[src/rtl/dlr_pkg.sv]
`timescale 1ns / 1ps
`default_nettype none
// ----------------------------------------------------------------------------
// dlr_pkg
// Shared types and constants for the dashed line rasteriser.
// ----------------------------------------------------------------------------
package dlr_pkg;

  localparam int COORD_BITS = 9;
  localparam int COLOR_BITS = 16;
  // error term spans -major .. major, plus sign
  localparam int ERR_BITS   = COORD_BITS + 2;

  localparam int IN_FIELD_BITS  = 4 * COORD_BITS + COLOR_BITS + 1;
  localparam int IN_DATA_BITS   = ((IN_FIELD_BITS + 7) / 8) * 8;
  localparam int OUT_FIELD_BITS = 2 * COORD_BITS + COLOR_BITS;
  localparam int OUT_DATA_BITS  = ((OUT_FIELD_BITS + 7) / 8) * 8;

  localparam int DASH_BITS = 2;

  localparam logic CMD_START = 1'b0;
  localparam logic CMD_STEP  = 1'b1;

  typedef logic [COORD_BITS-1:0]      coord_t;
  typedef logic [COLOR_BITS-1:0]      color_t;
  typedef logic signed [ERR_BITS-1:0] err_t;
  typedef logic [DASH_BITS-1:0]       dash_t;

  typedef struct packed {
    logic   command;
    coord_t start_x;
    coord_t start_y;
    coord_t end_x;
    coord_t end_y;
    color_t stroke_color;
    logic   dotted;
  } item_t;

  typedef struct packed {
    coord_t major_pos;
    coord_t major_end;
    coord_t minor_pos;
    err_t   error_term;
    coord_t major_delta;
    coord_t minor_delta;
    logic   minor_decreasing;
    logic   axes_swapped;
  } line_t;

  typedef struct packed {
    coord_t x;
    coord_t y;
    color_t color;
    logic   last;
  } pixel_t;

endpackage
`default_nettype wire

[src/rtl/dlr_setup.sv]
`timescale 1ns / 1ps
`default_nettype none
// ----------------------------------------------------------------------------
// dlr_setup
// Turns two endpoints into Bresenham line parameters (major axis is the longer of x and y).
// ----------------------------------------------------------------------------
module dlr_setup (
  input  dlr_pkg::coord_t start_x,
  input  dlr_pkg::coord_t start_y,
  input  dlr_pkg::coord_t end_x,
  input  dlr_pkg::coord_t end_y,
  output dlr_pkg::line_t  line
);

  dlr_pkg::coord_t dx;
  dlr_pkg::coord_t dy;
  dlr_pkg::coord_t a_maj;
  dlr_pkg::coord_t a_min;
  dlr_pkg::coord_t b_maj;
  dlr_pkg::coord_t b_min;
  dlr_pkg::coord_t s_min;
  dlr_pkg::coord_t e_min;
  dlr_pkg::coord_t maj_delta;
  logic            steep;
  logic            flip;

  assign dx    = (start_x >= end_x) ? (start_x - end_x) : (end_x - start_x);
  assign dy    = (start_y >= end_y) ? (start_y - end_y) : (end_y - start_y);
  assign steep = dy > dx;

  assign a_maj = steep ? start_y : start_x;
  assign a_min = steep ? start_x : start_y;
  assign b_maj = steep ? end_y : end_x;
  assign b_min = steep ? end_x : end_y;

  // order the endpoints so the major coordinate increases
  assign flip  = a_maj > b_maj;
  assign s_min = flip ? b_min : a_min;
  assign e_min = flip ? a_min : b_min;

  assign maj_delta = steep ? dy : dx;

  always_comb begin
    line.major_pos        = flip ? b_maj : a_maj;
    line.major_end        = flip ? a_maj : b_maj;
    line.minor_pos        = s_min;
    line.major_delta      = maj_delta;
    line.minor_delta      = steep ? dx : dy;
    line.minor_decreasing = e_min < s_min;
    line.axes_swapped     = steep;
    line.error_term       = -$signed(dlr_pkg::ERR_BITS'(maj_delta >> 1));
  end

endmodule
`default_nettype wire

[src/rtl/dlr_engine.sv]
`timescale 1ns / 1ps
`default_nettype none
// ----------------------------------------------------------------------------
// dlr_engine
// Line state and the per-step Bresenham update with dash pattern.
// ----------------------------------------------------------------------------
module dlr_engine (
  input  wire              clk,
  input  wire              rst,
  input  wire              go,
  input  dlr_pkg::item_t   item,
  input  dlr_pkg::color_t  gap_color,
  output logic             emit,
  output dlr_pkg::pixel_t  pixel
);

  dlr_pkg::line_t  setup;
  dlr_pkg::line_t  line;
  dlr_pkg::line_t  line_next;
  logic            busy;
  logic            dash_enabled;
  dlr_pkg::color_t ink_color;
  dlr_pkg::dash_t  dash_phase;
  dlr_pkg::err_t   err_sum;
  logic            last;
  logic            do_start;

  dlr_setup u_setup (
    .start_x (item.start_x),
    .start_y (item.start_y),
    .end_x   (item.end_x),
    .end_y   (item.end_y),
    .line    (setup)
  );

  assign do_start = go && (item.command == dlr_pkg::CMD_START);
  assign emit     = go && (item.command == dlr_pkg::CMD_STEP) && busy;
  assign last     = line.major_pos == line.major_end;

  assign err_sum = line.error_term
                 + $signed(dlr_pkg::ERR_BITS'(line.minor_delta));

  always_comb begin
    line_next = line;
    if (err_sum > 0) begin
      line_next.minor_pos  = line.minor_decreasing ? (line.minor_pos - 1'b1)
                                                   : (line.minor_pos + 1'b1);
      line_next.error_term = err_sum - $signed(dlr_pkg::ERR_BITS'(line.major_delta));
    end else begin
      line_next.error_term = err_sum;
    end
    if (!last) begin
      line_next.major_pos = line.major_pos + 1'b1;
    end
  end

  always_comb begin
    pixel.x     = line.axes_swapped ? line.minor_pos : line.major_pos;
    pixel.y     = line.axes_swapped ? line.major_pos : line.minor_pos;
    pixel.color = (dash_enabled && (dash_phase != '0)) ? gap_color : ink_color;
    pixel.last  = last;
  end

  always_ff @(posedge clk) begin
    if (rst) begin
      busy <= 1'b0;
    end else if (do_start) begin
      busy <= 1'b1;
    end else if (emit && last) begin
      busy <= 1'b0;
    end
  end

  always_ff @(posedge clk) begin
    if (do_start) begin
      line         <= setup;
      ink_color    <= item.stroke_color;
      dash_enabled <= item.dotted;
      dash_phase   <= '0;
    end else if (emit) begin
      line <= line_next;
      if (dash_enabled) begin
        dash_phase <= dash_phase + 1'b1;
      end
    end
  end

endmodule
`default_nettype wire

[src/rtl/dashed_line_rasterizer_top.sv]
`timescale 1ns / 1ps
`default_nettype none
// A step beat passes through the input register, then the result register, before its
// pixel shows on m_tvalid.
// Throughput: one beat per cycle while the output is not stalled by m_tready.
// A start beat produces no output; a step beat while no line is active is dropped.
// Reset (rst, synchronous) empties both registers, ends any line and clears the
// gap colour to zero.
// ----------------------------------------------------------------------------
// dashed_line_rasterizer_top
// Bresenham line rasteriser with an optional dash pattern: one ink pixel, then three in the gap colour.
// ----------------------------------------------------------------------------
module dashed_line_rasterizer_top (
  input  wire                                  clk,
  input  wire                                  rst,
  input  wire                                  s_tvalid,
  output logic                                 s_tready,
  // start_x, start_y, end_x, end_y, stroke_color, dotted, zero pad
  input  wire  [dlr_pkg::IN_DATA_BITS-1:0]     s_tdata,
  // command
  input  wire                                  s_tuser,
  output logic                                 m_tvalid,
  input  wire                                  m_tready,
  // pixel_x, pixel_y, pixel_color, zero pad
  output logic [dlr_pkg::OUT_DATA_BITS-1:0]    m_tdata,
  output logic                                 m_tlast,
  input  wire                                  cfg_valid,
  output logic                                 cfg_ready,
  input  wire  [dlr_pkg::COLOR_BITS-1:0]       cfg_data
);

  localparam int CB = dlr_pkg::COORD_BITS;

  logic            in_valid;
  dlr_pkg::item_t  in_item;
  dlr_pkg::item_t  s_item;
  logic            advance;
  logic            emit;
  dlr_pkg::pixel_t pixel;
  dlr_pkg::pixel_t out_pixel;
  dlr_pkg::color_t gap_color;

  always_comb begin
    s_item.command      = s_tuser;
    s_item.start_x      = s_tdata[CB-1:0];
    s_item.start_y      = s_tdata[2*CB-1:CB];
    s_item.end_x        = s_tdata[3*CB-1:2*CB];
    s_item.end_y        = s_tdata[4*CB-1:3*CB];
    s_item.stroke_color = s_tdata[4*CB+dlr_pkg::COLOR_BITS-1:4*CB];
    s_item.dotted       = s_tdata[4*CB+dlr_pkg::COLOR_BITS];
  end

  assign advance   = in_valid && (!m_tvalid || m_tready);
  assign s_tready  = !in_valid || advance;
  assign cfg_ready = 1'b1;

  // input register
  always_ff @(posedge clk) begin
    if (rst) begin
      in_valid <= 1'b0;
    end else if (s_tready) begin
      in_valid <= s_tvalid;
    end
  end

  always_ff @(posedge clk) begin
    if (s_tvalid && s_tready) begin
      in_item <= s_item;
    end
  end

  always_ff @(posedge clk) begin
    if (rst) begin
      gap_color <= '0;
    end else if (cfg_valid && cfg_ready) begin
      gap_color <= cfg_data;
    end
  end

  dlr_engine u_engine (
    .clk       (clk),
    .rst       (rst),
    .go        (advance),
    .item      (in_item),
    .gap_color (gap_color),
    .emit      (emit),
    .pixel     (pixel)
  );

  // result register: hold the pixel until the beat is taken
  always_ff @(posedge clk) begin
    if (rst) begin
      m_tvalid <= 1'b0;
    end else if (emit) begin
      m_tvalid <= 1'b1;
    end else if (m_tready) begin
      m_tvalid <= 1'b0;
    end
  end

  always_ff @(posedge clk) begin
    if (emit) begin
      out_pixel <= pixel;
    end
  end

  assign m_tdata = dlr_pkg::OUT_DATA_BITS'({out_pixel.color, out_pixel.y, out_pixel.x});
  assign m_tlast = out_pixel.last;

endmodule
`default_nettype wire

[config.mk]
export PLATFORM = sky130hd
export DESIGN_NAME = dashed_line_rasterizer_top
export DESIGN_NICKNAME = d
export VERILOG_FILES = /design/src/rtl/dlr_pkg.sv /design/src/rtl/dlr_setup.sv /design/src/rtl/dlr_engine.sv /design/src/rtl/dashed_line_rasterizer_top.sv
export SDC_FILE = /design/constraint.sdc
export NUM_CORES = 1
export LEC_CHECK = 0
export ABC_CLOCK_PERIOD_IN_PS = 9500
export BUFFER_PORTS_ARGS = -buffer_cell sky130_fd_sc_hd__buf_4
export CORE_ASPECT_RATIO = 1.2
export CORE_MARGIN = 8
export CORE_UTILIZATION = 40
export CTS_CLUSTER_SIZE = 14
export DETAILED_ROUTE_END_ITERATION = 6
export GPL_TIMING_DRIVEN = 0
export PLACE_DENSITY_LB_ADDON = 0.25
export SLEW_MARGIN = 20
export SYNTH_ARGS = -nofsm -noshare
export SYNTH_HDL_FRONTEND = slang
export SYNTH_SLANG_ARGS = --single-unit
export TNS_END_PERCENT = 5
[constraint.sdc]
create_clock -name clk -period 9.5 [get_ports clk]
set_input_delay 0.95 -clock clk [delete_from_list [all_inputs] [get_ports clk]]
set_output_delay 0.95 -clock clk [all_outputs]
set_load 0.02 [all_outputs]
==> results of run 1 <==
==> where the power goes <==
group	leakage, nW	internal, W	total (W)	switching (W)
combinational	3.68	0.00100	0.00262	0.00162
sequential	1.77	0.000947	0.000980	0.0000330
clock	0.287	0.000356	0.000702	0.000346
total	5.74	0.00230	0.00430	0.00200
==> metal layers <==
layer	vias to the layer above	part of all wire
met4	0	0.035
met3	60	0.057
met1	4260	0.42
met5	-	0
met2	284	0.49
li1	4300	-
==> per-stage QoR <==
step	area, µm²	setup WS, ns
3_3_place_gp	12900	-0.507
4_1_cts	13500	0.0491
2_1_floorplan	11600	1.72
5_1_grt	13800	0.00941
3_5_place_dp	13000	-0.519
6_report	13800	0.674
==> layout by cell type (no fill, tap or decap), types with 24 or more instances in the layout <==
master	n
nand3_1	24
edfxtp_1	164
a211oi_1	31
a21oi_1	98
a21o_1	24
mux2_2	38
mux2i_1	44
ha_1	87
nand2_1	63
buf_4	139
nor2_1	94
o21ai_0	50
inv_1	78
xnor2_1	34
clkbuf_1	25
==> critical path: cells and delay by family, from the launching register on <==
family	cells	cell delay (ns)
buffers and inverters	8	1.60
xor gates and xnor gates	1	0.41
DFF	1	0.47
and+or+nand+nor	12	1.29
AOI/OAI and AO/OA	19	3.59
adders and majority gates	4	1.19
==> repair_timing <==
item                                    in CTS  in global routing
gates resized for setup                      4                 21
setup buffers                                1                 19
hold buffers                                 0                  0
endpoints found under the setup margin       1                  1
pin swaps                                    0                  5
==> final timing paths <==
| path | from | to | slack (ns) |
|---|---|---|---|
| max | in_item[29]$_DFFE_PP_ | u_engine.line[1]$_DFFE_PP_ | 0.67 |
| min | in_item[1]$_DFFE_PP_ | u_engine.ink_color[0]$_DFFE_PP_ | 0.42 |
| max reg2reg | in_item[29]$_DFFE_PP_ | u_engine.line[1]$_DFFE_PP_ | 0.67 |
| min reg2reg | in_item[1]$_DFFE_PP_ | u_engine.ink_color[0]$_DFFE_PP_ | 0.42 |
==> final cells by class <==
type,instances,area [µm²]
Buffer,56,298
Clock buffer,19,443
Clock inverter,13,134
Fill cell,2707,14900
Inverter,80,300
Multi-Input combinational cell,778,5760
Sequential cell,185,5350
Tap cell,385,482
Timing Repair Buffer,132,1020
==> cells by family (layout without fill, tap and decap cells) <==
group / count (synthesis) / after routing / synth area share
adder cells (fa/ha/maj): 94 / 94 / 0.106
AO/OA/AOI/OAI: 279 / 279 / 0.156
multiplexers: 85 / 85 / 0.0779
XOR/XNOR: 53 / 53 / 0.0401
buffers and inverters: 136 / 300 / 0.0503
flip-flops: 185 / 185 / 0.462
other: 2 / 7 / 0.000648
AND/OR/NAND/NOR: 260 / 260 / 0.107
==> sequential cells by signal, indices dropped and copies added (netlist names) <==
signal                 flops
u_engine.line             58
gap_color                 16
m_tvalid                   1
m_tlast                    1
in_item                   54
u_engine.dash_phase        2
in_valid                   1
m_tdata                   34
u_engine.ink_color        16
u_engine.busy              1
u_engine.dash_enabled      1
==> impl_metrics.ini, run 1 <==
[outcome]
status = completed

[worst_setup_path]
slowest_delay_ns = 0.47
crit_fanout = 10
crit_type = reg2reg
critPathLaunchType = flip-flop
worstPathRequired_ns = 9.73
reg2regPathDepth = 44
cpMaxStageDelayCell = edfxtp_1
arrival_ns = 9.06
crit_path_end_kind = flip-flop

[synthesis]
synth_cells = 1094
synthTopCellsByArea = edfxtp_1 43%, ha_1 9.4%, a21oi_1 4.3%
ys.flop_type = edfxtp_1
post-synth-top-count-cell = edfxtp_1
synth-seq-cells = 185
synth_edf_count = 164
syn_avg_cell_area_um2 = 10.6
synthesis.area_um2 = 11600
ys_warn_count = 0
synthArstFlopShare = 0
ys_types = 71
yosys-top-cells-count = 164 x edfxtp_1, 100 x a21oi_1, 94 x nor2_1
ys_seq_area_frac = 0.462
synth_top_area_cell = edfxtp_1
yosys.area.top_type_share = 0.425

[placement]
numPortBuffers = 109
gp_congestion = 0.946
hpwl_um = 24400
placed_cells = 1596

[grt]
grtUsageMet2 = 0.308
grt_pass1_vias = 8731
use_met1 = 0.219
grt_util_met3 = 0.0367
grt_max_degree = 42
antenna_found_initial = 0
grt_overflow = 0
gr-usage-all-layers = 0.181
grt_busiest_layer = met2
grt_pass1_wl_um = 48300

[floorplanning]
boundaryPins = 122
dieArea_um2 = 34700
die_width_um = 171
die_h_um = 202
std_cell_rows = 68
initial_utilization = 0.404
core_um2 = 28700

[clocking]
clk_pin_slew_ns = 0.07
clock-sinks = 185
insertion_delay_ns = 0.45
cts_max_path_buffers = 2
cts_root_buffer = clkbuf_16
cts_tree = done
cts_made_buffers = 17
htreeDepth = 4

[finish]
nets = 1422
final_cells = 1648
n_antenna_cell = 0
drive_above_1_share = 0.207
postLayoutCoreUtil = 0.480
synthToLayoutAreaGrowth_pct = 18.9

[sta]
worst_clock_skew_ns = 0.0117
setup_violations = 0
fmax_mhz = 113
max_slew_margin = 0.442
post-route-period-util = 0.929
min_period_ns = 8.83
tns_ns = 0
rsz0062_at_grt = no
finalMaxSlewViolations = 0
hold_viol_final = 0
finalHoldWorstSlack_ns = 0.421
worstMarginPinSlew_ns = 0.832

[detailed_routing]
drt_iter0_markers = 565
ant_nets = 0
avgViaCountPerCell = 5.40
wl_um = 31700
drc = 0
avgRoutedWirePerCell_um = 19.3
vias = 8904
first_pass_iters = 5

[run]
cap_violations = 0

[power]
total_power_w = 0.00430
leakage_nw = 5.74
ir_worst_vdd_mv = 0.171
p_per_area_nw_per_um2 = 312

[worst_hold_path]
hold_depth = 0
hold_path_class = reg2reg
Note: power is estimated with default switching activity, not from simulation.
==> run 2: changes to the inputs <==
ABC_CLOCK_PERIOD_IN_PS = not set   (was 9500)
CTS_BUF_LIST = sky130_fd_sc_hd__clkbuf_16   (was not set)
==> run 2 against run 1 <==
Power fell by 0.20%. Worst setup slack worse by 0.034 ns. Clock power down 2%. Clock skew grew 0.0036 ns. Count of clock-buffer cells in the layout decreased by 2.
==> impl_metrics.ini, run 2 (synthesized netlist as in run 1, its figures left out) <==
[detailed_routing]
met1_length_um = 13200
wl_um = 31700
routed.top_layer = met4
wl_met2_um = 15400
drt_iter0_markers = 591
met3WireLength_um = 1840
avgViaCountPerCell = 5.37
vias = 8857
first_pass_iters = 5
drc = 0
avgRoutedWirePerCell_um = 19.2
ant_nets = 0

[worst_setup_path]
slowest_delay_ns = 0.47
arrival_ns = 9.08
crit_path_end_kind = flip-flop
worstPathRequired_ns = 9.72
critPathLaunchType = flip-flop
crit_fanout = 10
critPathBufInv = 8
cpMaxStageDelayCell = edfxtp_1
cp_top_family = compound AO/OA/AOI/OAI gates
crit_type = reg2reg

[grt]
grt_pass1_wl_um = 48300
gr-usage-all-layers = 0.182
grt_pass1_vias = 8697
grt_overflow = 0
antenna_found_initial = 0
grt_max_degree = 42

[run]
cap_violations = 0

[sta]
finalHoldWorstSlack_ns = 0.421
hold_viol_final = 0
rsz0062_at_grt = no
post-route-period-util = 0.933
finalMaxSlewViolations = 0
max_slew_margin = 0.440
setup_violations = 0
worst_clock_skew_ns = 0.0153
worstMarginPinSlew_ns = 0.835
fmax_mhz = 113
min_period_ns = 8.86

[clocking]
cts_root_buffer = clkbuf_16
cts_max_path_buffers = 2
cts_made_buffers = 17
ctsHoldBuffers = 0
clk_pin_slew_ns = 0.07
cts_tree = done
insertion_delay_ns = 0.44
htreeDepth = 4
clock-sinks = 185

[power]
leakage_nw = 5.75
intPower_w = 0.00230
p_per_area_nw_per_um2 = 311
power_frac_seq = 0.229
power.switching_w = 0.00199
combPwrFrac = 0.610
total_power_w = 0.00429
pwr-share-clk = 0.161
switching_share = 0.465
ir_worst_vdd_mv = 0.170

[finish]
n_antenna_cell = 0
final_common_cell = edfxtp_1
layout_common_cells = 164 x edfxtp_1, 139 x buf_4, 98 x a21oi_1
largest_reg_flops = 58
regMostFlops = u_engine.line
drive_above_1_share = 0.207
fill_cells = 2711
multiInputGateArea_um2 = 5770
synthToLayoutAreaGrowth_pct = 18.9
nets = 1422
final_cells = 1648
register_area_um2 = 5350

[floorplanning]
dieArea_um2 = 34700
std_cell_rows = 68
die_h_um = 202
boundaryPins = 122
core_um2 = 28700
initial_utilization = 0.404
die_width_um = 171

[placement]
numPortBuffers = 109
hpwl_um = 24400
placed_cells = 1596
gp_congestion = 0.946

[outcome]
status = completed

[worst_hold_path]
hold_path_class = reg2reg
[run 2: final timing paths]
check | start | endpoint | slack [ns] | cells past startpoint
worst min register to register | in_item[1]$_DFFE_PP_ | u_engine.ink_color[0]$_DFFE_PP_ | 0.42 | 0
worst max register to register | in_item[29]$_DFFE_PP_ | u_engine.line[1]$_DFFE_PP_ | 0.64 | 44
worst max-delay path | in_item[29]$_DFFE_PP_ | u_engine.line[1]$_DFFE_PP_ | 0.64 | 44
worst min-delay path | in_item[1]$_DFFE_PP_ | u_engine.ink_color[0]$_DFFE_PP_ | 0.42 | 0
[run 2: per-layer routing]
| metal | vias to the layer above | track usage |
|---|---|---|
| met4 | 0 | 0.0899 |
| met1 | 4219 | 0.219 |
| met2 | 274 | 0.306 |
| li1 | 4297 | - |
| met5 | - | 0 |
| met3 | 67 | 0.0326 |
[run 2: area by class of cell]
class,count,area share
Tap cell,385,0.0350
Clock inverter,15,0.0103
Multi-Input combinational cell,778,0.419
Clock buffer,17,0.0309
Buffer,56,0.0216
Inverter,80,0.0218
Timing Repair Buffer,132,0.0738
Sequential cell,185,0.388
[run 2: power groups by stage]
stage               clock network, W  registers, W  logic (W)
floorplan                          0      0.000988    0.00177
global route                0.000736      0.000984    0.00285
global placement                   0       0.00100    0.00240
CTS                         0.000709      0.000984    0.00245
detailed placement                 0       0.00100    0.00242
finish                      0.000691      0.000981    0.00262
[run 2: what timing repair did]
action	in CTS	in global routing
setup buffers	1	19
pin swaps	0	5
resized for setup	4	22
endpoints found under the setup margin	1	1
[run 2: per-stage QoR]
step,utilization,instance area (µm²),TNS (ns),setup WS [ns]
after global placement,0.450,12900,-0.507,-0.507
final,0.480,13800,0,0.640
after CTS,0.472,13500,0,0.0491
after floorplan,-,11600,0,1.72
after global routing,0.480,13800,0,0.0135
after detailed placement,0.452,13000,-0.519,-0.519
==> run 3: changes to the inputs <==
GPL_TIMING_DRIVEN = not set   (was 0)
SETUP_SLACK_MARGIN = 0.2   (was not set)
==> run 3 against run 2 <==
Sequential share of layout area up 0.87 points. Non-clock buffer count down 58. Critical path type unchanged. Core utilization is 1.1 points lower.
==> impl_metrics.ini, run 3 (synthesized netlist as in run 1, its figures left out) <==
[outcome]
status = completed

[finish]
final_common_cell = edfxtp_1
layout_common_cells = 164 x edfxtp_1, 129 x buf_4, 100 x a21oi_1
n_antenna_cell = 0
fill_cells = 2675
nets = 1366
drive_above_1_share = 0.184
final_area_um2 = 13500
largest_reg_flops = 58
synthToLayoutAreaGrowth_pct = 16.3
regMostFlops = u_engine.line

[power]
power.switching_w = 0.00179
total_power_w = 0.00408
ir_worst_vdd_mv = 0.247
intPower_w = 0.00229
switching_share = 0.439
combPwrFrac = 0.570
leakage_nw = 5.57
power_frac_seq = 0.241
p_per_area_nw_per_um2 = 303
pwr-share-clk = 0.189

[grt]
antenna_found_initial = 0
grt_overflow = 0
grt_pass1_vias = 8221
gr-usage-all-layers = 0.163
grt_pass1_wl_um = 44500
grt_max_degree = 71

[sta]
post-route-period-util = 0.899
setup_violations = 0
tns_ns = 0
fmax_mhz = 117
worst_clock_skew_ns = 0.0115
fin_ws_ns = 0.962
min_period_ns = 8.54
rsz0062_at_grt = no
hold_viol_final = 0
finalMaxSlewViolations = 0
max_slew_margin = 0.364
worstMarginPinSlew_ns = 0.948

[floorplanning]
dieArea_um2 = 34700
core_um2 = 28700
initial_utilization = 0.404
die_h_um = 202
die_width_um = 171
std_cell_rows = 68
boundaryPins = 122

[worst_setup_path]
arrival_ns = 8.74
cp_top_family = compound AO/OA/AOI/OAI gates
crit_path_end_kind = flip-flop
critPathBufInv = 1
critPathLaunchType = flip-flop
cpMaxStageDelayCell = o21ai_0
crit_fanout = 11
slowest_delay_ns = 0.56
worstPathRequired_ns = 9.71
crit_type = reg2reg

[detailed_routing]
wl_um = 28500
vias = 8457
avgRoutedWirePerCell_um = 17.9
avgViaCountPerCell = 5.31
first_pass_iters = 5
drt_iter0_markers = 458
drc = 0
ant_nets = 0

[worst_hold_path]
hold_path_class = reg2reg

[placement]
numPortBuffers = 111
gp_congestion = 0.901
post-place-ws_ns = 0.550
hpwl_um = 21400
place_area_um2 = 12800

[clocking]
cts_tree = done
clk_pin_slew_ns = 0.07
htreeDepth = 4
cts_root_buffer = clkbuf_16
cts_made_buffers = 17
cts_max_path_buffers = 2
clock-sinks = 185
ctsHoldBuffers = 0
insertion_delay_ns = 0.45

[run]
cap_violations = 0
-- run 3: timing repair --
action	in CTS	in global routing
setup endpoints to repair	0	1
gates resized for setup	0	6
buffers inserted	0	3
endpoints found under the hold margin	0	0
-- run 3: area by class of cell --
cell class | count | area, µm² | share of cell area
Clock buffer | 17 | 425 | 0.0316
Clock inverter | 15 | 215 | 0.0160
Sequential cell | 185 | 5350 | 0.397
Tap cell | 385 | 482 | 0.0358
Inverter | 80 | 300 | 0.0223
Timing Repair Buffer | 130 | 980 | 0.0727
Multi-Input combinational cell | 780 | 5720 | 0.425
-- run 3: path summary, 6_finish.rpt --
kind                               from                              end  slack (ns)  cells after the start
setup / recovery  in_item[20]$_DFFE_PP_       u_engine.line[1]$_DFFE_PP_        0.96                     35
hold / removal     in_item[6]$_DFFE_PP_  u_engine.ink_color[5]$_DFFE_PP_        0.42                      0
setup reg to reg  in_item[20]$_DFFE_PP_       u_engine.line[1]$_DFFE_PP_        0.96                     35
hold reg to reg    in_item[6]$_DFFE_PP_  u_engine.ink_color[5]$_DFFE_PP_        0.42                      0
-- run 3: power by group through the flow --
stage	sequential [W]	clock, W	combinational, W
after floorplan	0.000988	0	0.00177
after global placement	0.00100	0	0.00217
after detailed placement	0.00100	0	0.00220
after CTS	0.000983	0.000788	0.00221
after global routing	0.000988	0.000816	0.00260
final	0.000984	0.000772	0.00233
-- run 3: per-layer routing --
layer	GRT usage	part of all wire	wire length, µm
met1	0.205	0.44	12500
met5	0	0	0
met3	0.0279	0.052	1480
met2	0.275	0.48	13800
met4	0.0585	0.024	687
-- run 3: stage by stage --
step / utilization / cells / hold slack (ns)
floorplan: - / 1099 / 0.400
global placement: 0.445 / 1555 / 0.401
detailed placement: 0.445 / 1555 / 0.405
CTS: 0.467 / 1587 / 0.421
global route: 0.470 / 1592 / 0.423
finish: 0.470 / 1592 / 0.419
